--- config.mk ---
export PLATFORM = sky130hd
export DESIGN_NAME = binary_to_decimal_ascii
export DESIGN_NICKNAME = d
export VERILOG_FILES = /design/src/rtl/b2da_pkg.sv /design/src/rtl/b2da_datapath.sv /design/src/rtl/b2da_ctrl.sv /design/src/rtl/binary_to_decimal_ascii.sv
export SDC_FILE = /design/constraint.sdc
export NUM_CORES = 1
export LEC_CHECK = 0
export ABC_CLOCK_PERIOD_IN_PS = 2200
export BUFFER_PORTS_ARGS = -buffer_cell sky130_fd_sc_hd__buf_2
export CAP_MARGIN = 10
export CORE_MARGIN = 2
export CORE_UTILIZATION = 50
export DETAILED_ROUTE_END_ITERATION = 10
export HOLD_SLACK_MARGIN = 0.05
export PLACE_DENSITY = 0.72
export SLEW_MARGIN = 10
export SYNTH_ARGS = -nofsm -noshare
export SYNTH_HDL_FRONTEND = slang
export SYNTH_HIERARCHICAL = 1
export SYNTH_SLANG_ARGS = --single-unit
--- constraint.sdc ---
create_clock -name clk -period 2.2 [get_ports clk]
set_input_delay 0.22 -clock clk [delete_from_list [all_inputs] [get_ports clk]]
set_output_delay 0.22 -clock clk [all_outputs]
set_load 0.01 [all_outputs]
--- src/rtl/b2da_pkg.sv ---
`default_nettype none
package b2da_pkg;

  localparam int ValueWidth = 32;
  localparam int NumDigits  = 10;
  localparam int BcdWidth   = 4 * NumDigits;
  localparam int CharWidth  = 6;
  localparam int BitCntWidth = $clog2(ValueWidth);
  localparam int PosWidth   = $clog2(NumDigits);

  localparam logic [CharWidth-1:0]   AsciiZero = 6'd48;
  localparam logic [BitCntWidth-1:0] LastBit   = BitCntWidth'(ValueWidth - 1);
  localparam logic [PosWidth-1:0]    LastPos   = PosWidth'(NumDigits - 1);

  // Commands from the controller to the datapath.
  typedef struct packed {
    logic load;
    logic dabble;
    logic shift_digit;
  } cmd_t;

  // Status from the datapath to the controller.
  typedef struct packed {
    logic conv_done;
    logic top_zero;
    logic last_pos;
  } status_t;

endpackage
`default_nettype wire

--- src/rtl/b2da_datapath.sv ---
`default_nettype none
module b2da_datapath import b2da_pkg::*; (
  input  wire logic                  clk,
  input  wire logic [ValueWidth-1:0] value,
  input  wire cmd_t                  cmd,
  output status_t                    status,
  output logic [CharWidth-1:0]       digit_char
);

  logic [ValueWidth-1:0]  bin;
  logic [BcdWidth-1:0]    bcd;
  logic [BcdWidth-1:0]    bcd_adj;
  logic [BitCntWidth-1:0] bit_cnt;
  logic [PosWidth-1:0]    pos;
  logic [3:0]             top_digit;

  // Each BCD digit of 5 or more gets 3 added before the shift, so it carries
  // correctly into the next digit.
  always_comb begin
    for (int i = 0; i < NumDigits; i++) begin
      if (bcd[4*i +: 4] >= 4'd5) begin
        bcd_adj[4*i +: 4] = bcd[4*i +: 4] + 4'd3;
      end else begin
        bcd_adj[4*i +: 4] = bcd[4*i +: 4];
      end
    end
  end

  always_ff @(posedge clk) begin
    if (cmd.load) begin
      bin     <= value;
      bcd     <= '0;
      bit_cnt <= '0;
      pos     <= '0;
    end else if (cmd.dabble) begin
      bin     <= {bin[ValueWidth-2:0], 1'b0};
      bcd     <= {bcd_adj[BcdWidth-2:0], bin[ValueWidth-1]};
      bit_cnt <= bit_cnt + 1'b1;
    end else if (cmd.shift_digit) begin
      bcd <= {bcd[BcdWidth-5:0], 4'd0};
      pos <= pos + 1'b1;
    end
  end

  assign top_digit = bcd[BcdWidth-1 -: 4];

  assign status.conv_done = (bit_cnt == LastBit);
  assign status.top_zero  = (top_digit == 4'd0);
  assign status.last_pos  = (pos == LastPos);

  assign digit_char = AsciiZero + {2'b00, top_digit};

endmodule
`default_nettype wire

--- src/rtl/b2da_ctrl.sv ---
`default_nettype none
module b2da_ctrl import b2da_pkg::*; (
  input  wire logic    clk,
  input  wire logic    rst,
  input  wire logic    start,
  input  wire status_t status,
  output cmd_t         cmd,
  output logic         busy,
  output logic         digit_strobe,
  output logic         last_digit
);

  localparam logic [1:0] StIdle = 2'd0;
  localparam logic [1:0] StConv = 2'd1;
  localparam logic [1:0] StSkip = 2'd2;
  localparam logic [1:0] StEmit = 2'd3;

  logic [1:0] state;
  logic [1:0] state_next;

  always_comb begin
    state_next      = state;
    cmd.load        = 1'b0;
    cmd.dabble      = 1'b0;
    cmd.shift_digit = 1'b0;
    unique case (state)
      StIdle: begin
        if (start) begin
          cmd.load   = 1'b1;
          state_next = StConv;
        end
      end
      StConv: begin
        cmd.dabble = 1'b1;
        if (status.conv_done) begin
          state_next = StSkip;
        end
      end
      StSkip: begin
        // The units digit is never skipped, so zero still yields one digit.
        if (status.top_zero && !status.last_pos) begin
          cmd.shift_digit = 1'b1;
        end else begin
          state_next = StEmit;
        end
      end
      StEmit: begin
        cmd.shift_digit = 1'b1;
        if (status.last_pos) begin
          state_next = StIdle;
        end
      end
      default: begin
        state_next = StIdle;
      end
    endcase
  end

  always_ff @(posedge clk) begin
    if (rst) begin
      state <= StIdle;
    end else begin
      state <= state_next;
    end
  end

  assign busy         = (state != StIdle);
  assign digit_strobe = (state == StEmit);
  assign last_digit   = (state == StEmit) && status.last_pos;

endmodule
`default_nettype wire

--- src/rtl/binary_to_decimal_ascii.sv ---
`default_nettype none
// Binary to decimal ASCII converter for one unsigned 32-bit value.
//
// Request channel: drive value and raise start; the request is taken at a
// rising edge where start is high and busy is low. busy stays high until the
// last digit has been presented.
// Result channel: each decimal digit appears on digit_char (ASCII '0' to '9')
// for exactly one cycle with digit_strobe high, most significant digit first,
// leading zeros suppressed; last_digit marks the units digit. Zero gives a
// single '0'. The receiver cannot stall the block.
// Sequence: a shift-and-add-3 conversion takes in the value one bit at a time,
// most significant bit first. Leading zero digits are then dropped one by one,
// the controller turns to output, and the n digits follow on consecutive
// cycles. busy is therefore high for equally long per request whatever the
// value, and the first digit shows later for values with fewer digits. A new
// request is not taken until busy has dropped.
// Reset: rst is synchronous; it returns the controller to idle and drops any
// conversion in flight. No state carries from one value to the next.
module binary_to_decimal_ascii import b2da_pkg::*; (
  input  wire logic                  clk,
  input  wire logic                  rst,
  input  wire logic                  start,
  input  wire logic [ValueWidth-1:0] value,
  output logic                       busy,
  output logic                       digit_strobe,
  output logic [CharWidth-1:0]       digit_char,
  output logic                       last_digit
);

  cmd_t    cmd;
  status_t status;

  b2da_ctrl u_ctrl (
    .clk          (clk),
    .rst          (rst),
    .start        (start),
    .status       (status),
    .cmd          (cmd),
    .busy         (busy),
    .digit_strobe (digit_strobe),
    .last_digit   (last_digit)
  );

  b2da_datapath u_datapath (
    .clk        (clk),
    .value      (value),
    .cmd        (cmd),
    .status     (status),
    .digit_char (digit_char)
  );

endmodule
`default_nettype wire

==> metrics <==
Finished Core Util=57.4%; Initial Util=around half; Port Buffers=between 40 and 50; Routed wire per std cell=around 14 um; Core Area=a little over 9000 um^2; Non-Filler Instances=626; Top Ports=44; Critical Path AT=2.29 ns; hpwl dp=around 6.0 mm; chip width=102 um; met2 usage=between 30% and 40%; DR iter-0 viols=between 100 and 150; Psw=roughly 2800 uW; Nets=557; Yosys reg bits=83; Total Wirelength=a little under 9 mm; prevailing post-synth register cell=dfxtp_1; final max-slew violation count=0; number of global-route vias before repair=between 3000 and 4000; Reg clk slew, reported paths=approximately 0.10 ns; critical path class=reg2reg; RD Place Congestion=between 0.7 and 0.8; Synth cell types=40; Int Power=about 4400 uW; drt drc=0; Hold Worst Slack=around 0.15 ns; TritonCTS clock tree=yes; Die Ht=102 um; critical path endpoint category=flop; post-layout min period=just over 2 ns; Logic pwr share=between 40% and 50%; largest net degree at the start of global routing=46; CP startpoint kind=flop; ANT cells=0; post-route ant nets=0; CTS sink cnt=between 80 and 90; first-pass iteration count of the detailed router=4; CP max FO=37; sequential cell area=about 2000 um^2; fill count=788; period utilisation layout=slightly above 90%; clock network fraction of total power=14.5%; layout cells sized above 1=a little under a quarter; initial antenna violation count=0; Root Buffer Master=clkbuf_8; leakage dissipation=between 0.0015 and 0.002 uW; crit path launch=u_ctrl/state[0]; sequential share of power=between 30% and 40%; post-placement cell area=between 5000 and 6000 um^2; fraction of registers with async set/reset=0%; Power Dens Cells=about 1400 nW/um^2; Net Sw Frac=39.3%; Max IR drop VDD=between 0.0004 and 0.0005 V; fin area=5310 um^2; DR vias/cell=between 5 and 6; first-pass GRT wire length=around 15 mm; Hold WC Path Type=in2reg; Bufs on Longest Clock Path=2; setup TNS=0 ns; num rows=35; GRT Util Overall=between 10% and 20%; hold path startpoint=value[21]; H-tree Lvls=3; worst-skew pair later-pin latency=0.36 ns; clk_skew=between 0.01 and 0.015 ns; maxcap violations=0; setup violators final=0; Mapped Cells=around 460; grt met3 use=roughly 4.3%; Avg Inst Size Synth=about 10 um^2; Post-synth EDFFs=32; total CTS buffers=9; Layout area overhead=11.6%; share of the yosys chip area belonging to registers=around two fifths; Warnings, synthesis=6; status=complete, no violations; RSZ-0062 raised after global routing=false; GR Util met1=between 20% and 30%; WP data required=approximately 2.5 ns; Die ar.=10300 um^2; Synth Cell Area=4760 um^2; total overflow reported by the global router=0; busiest grt layer=met2; Inst Count DP=between 600 and 700; Fmax achieved=about 490 MHz; Fin. Hold Viols=0; RR Startpoint=u_ctrl/state[0]; area of the multi-input gates=around 2500 um^2; Via Count=~3500
[state kept, by name, indices dropped and copies added (netlist names)]
register            count
u_datapath/bin         32
u_ctrl/state            2
u_datapath/bcd         40
u_datapath/bit_cnt      5
u_datapath/pos          4
[Yosys cell counts (7+ instances only)]
| cell type | n | area share [%] |
|---|---|---|
| dfxtp_1 | 51 | 21 |
| nand4b_1 | 19 | 3.5 |
| nor3b_1 | 15 | 2.4 |
| edfxtp_1 | 32 | 20 |
| o311ai_0 | 7 | 1.3 |
| nand2b_1 | 17 | 2.2 |
| a21oi_1 | 25 | 2.6 |
| buf_4 | 14 | 2.2 |
| nand2_1 | 20 | 1.6 |
| nor2_1 | 28 | 2.2 |
| mux2i_1 | 15 | 3.2 |
| inv_1 | 25 | 2.0 |
| or4b_1 | 13 | 2.7 |
| mux2_2 | 38 | 9.0 |
| a211oi_1 | 24 | 3.8 |
| o211ai_1 | 12 | 1.9 |
| ha_1 | 30 | 7.9 |
| buf_2 | 10 | 1.1 |
| o21ai_0 | 15 | 1.6 |
[power by group through the flow]
| stage | clock, uW | combinational [uW] | sequential [uW] |
|---|---|---|---|
| 2_1_floorplan | 0 | 2570 | 2760 |
| 3_3_place_gp | 0 | 3160 | 2880 |
| 3_5_place_dp | 0 | 3260 | 2920 |
| 4_1_cts | 1100 | 3290 | 2880 |
| 5_1_grt | 1160 | 3670 | 2970 |
| 6_report | 1050 | 3280 | 2880 |
[cell type report]
class                           count  area share [%]
Clock buffer                        9            2.33
Multi-Input combinational cell    316            46.8
Timing Repair Buffer               57            7.59
Inverter                           25            1.77
Tap cell                          129            3.04
Sequential cell                    83            37.3
Clock inverter                      7            1.11
[layout by cell type (no fill, tap or decap), types with 19 or more instances in the layout]
cell type	Yosys	routed
buf_2	10	41
a211oi_1	24	24
nand4b_1	19	19
a21oi_1	25	25
inv_1	25	25
edfxtp_1	32	32
ha_1	30	29
mux2_2	38	38
nand2_1	20	20
dfxtp_1	51	51
nor2_1	28	28
[layer usage]
layer | wire [um] | share of wire, % | vias up
li1 | - | - | 1752
met1 | 4230 | 48 | 1647
met2 | 4240 | 48 | 44
met3 | 266 | 3.0 | 7
met4 | 76 | 0.86 | 0
met5 | 0 | 0 | -
[cells by family (layout without fill, tap and decap cells)]
family | Yosys count | count (layout) | share of synthesized area, %
AO/OA/AOI/OAI | 93 | 93 | 13.1
XOR/XNOR | 6 | 6 | 1.10
adder cells (fa/ha/maj) | 30 | 30 | 7.89
buffers and inverters | 58 | 98 | 6.47
flip-flops | 83 | 83 | 41.7
multiplexers | 53 | 53 | 12.2
other | 1 | 2 | 0.0789
AND/OR/NAND/NOR | 132 | 132 | 17.5
[through the flow]
step | total power, uW | setup slack, ns
final | 7200 | 0.164
after global routing | 7800 | 0.00491
after CTS | 7270 | 0.145
after detailed placement | 6180 | 0.178
after global placement | 6040 | 0.261
after floorplan | 5330 | 0.293
[final timing paths]
path / endpoint / slack, ns / depth (start not counted)
max: u_datapath/bcd[18] / 0.16 / 6
min: u_datapath/bin[21] / 0.15 / 2
max reg2reg: u_datapath/bcd[18] / 0.16 / 6
min reg2reg: u_datapath/bcd[0] / 0.51 / 2
[what timing repair did]
action	CTS	global route
gates resized for setup	0	3
hold buffers	1	0
setup buffers	0	1
endpoints found under the hold margin	1	0
setup endpoints to repair	0	6
[critical path: stages (launching register included)]
cell,delay (ns)
dfxtp_1,0.42
inv_1,0.13
ha_1,0.24
and2_2,0.25
buf_12,0.19
nand2b_1,0.28
o311ai_0,0.40
(Power assumes the default switching activity.)
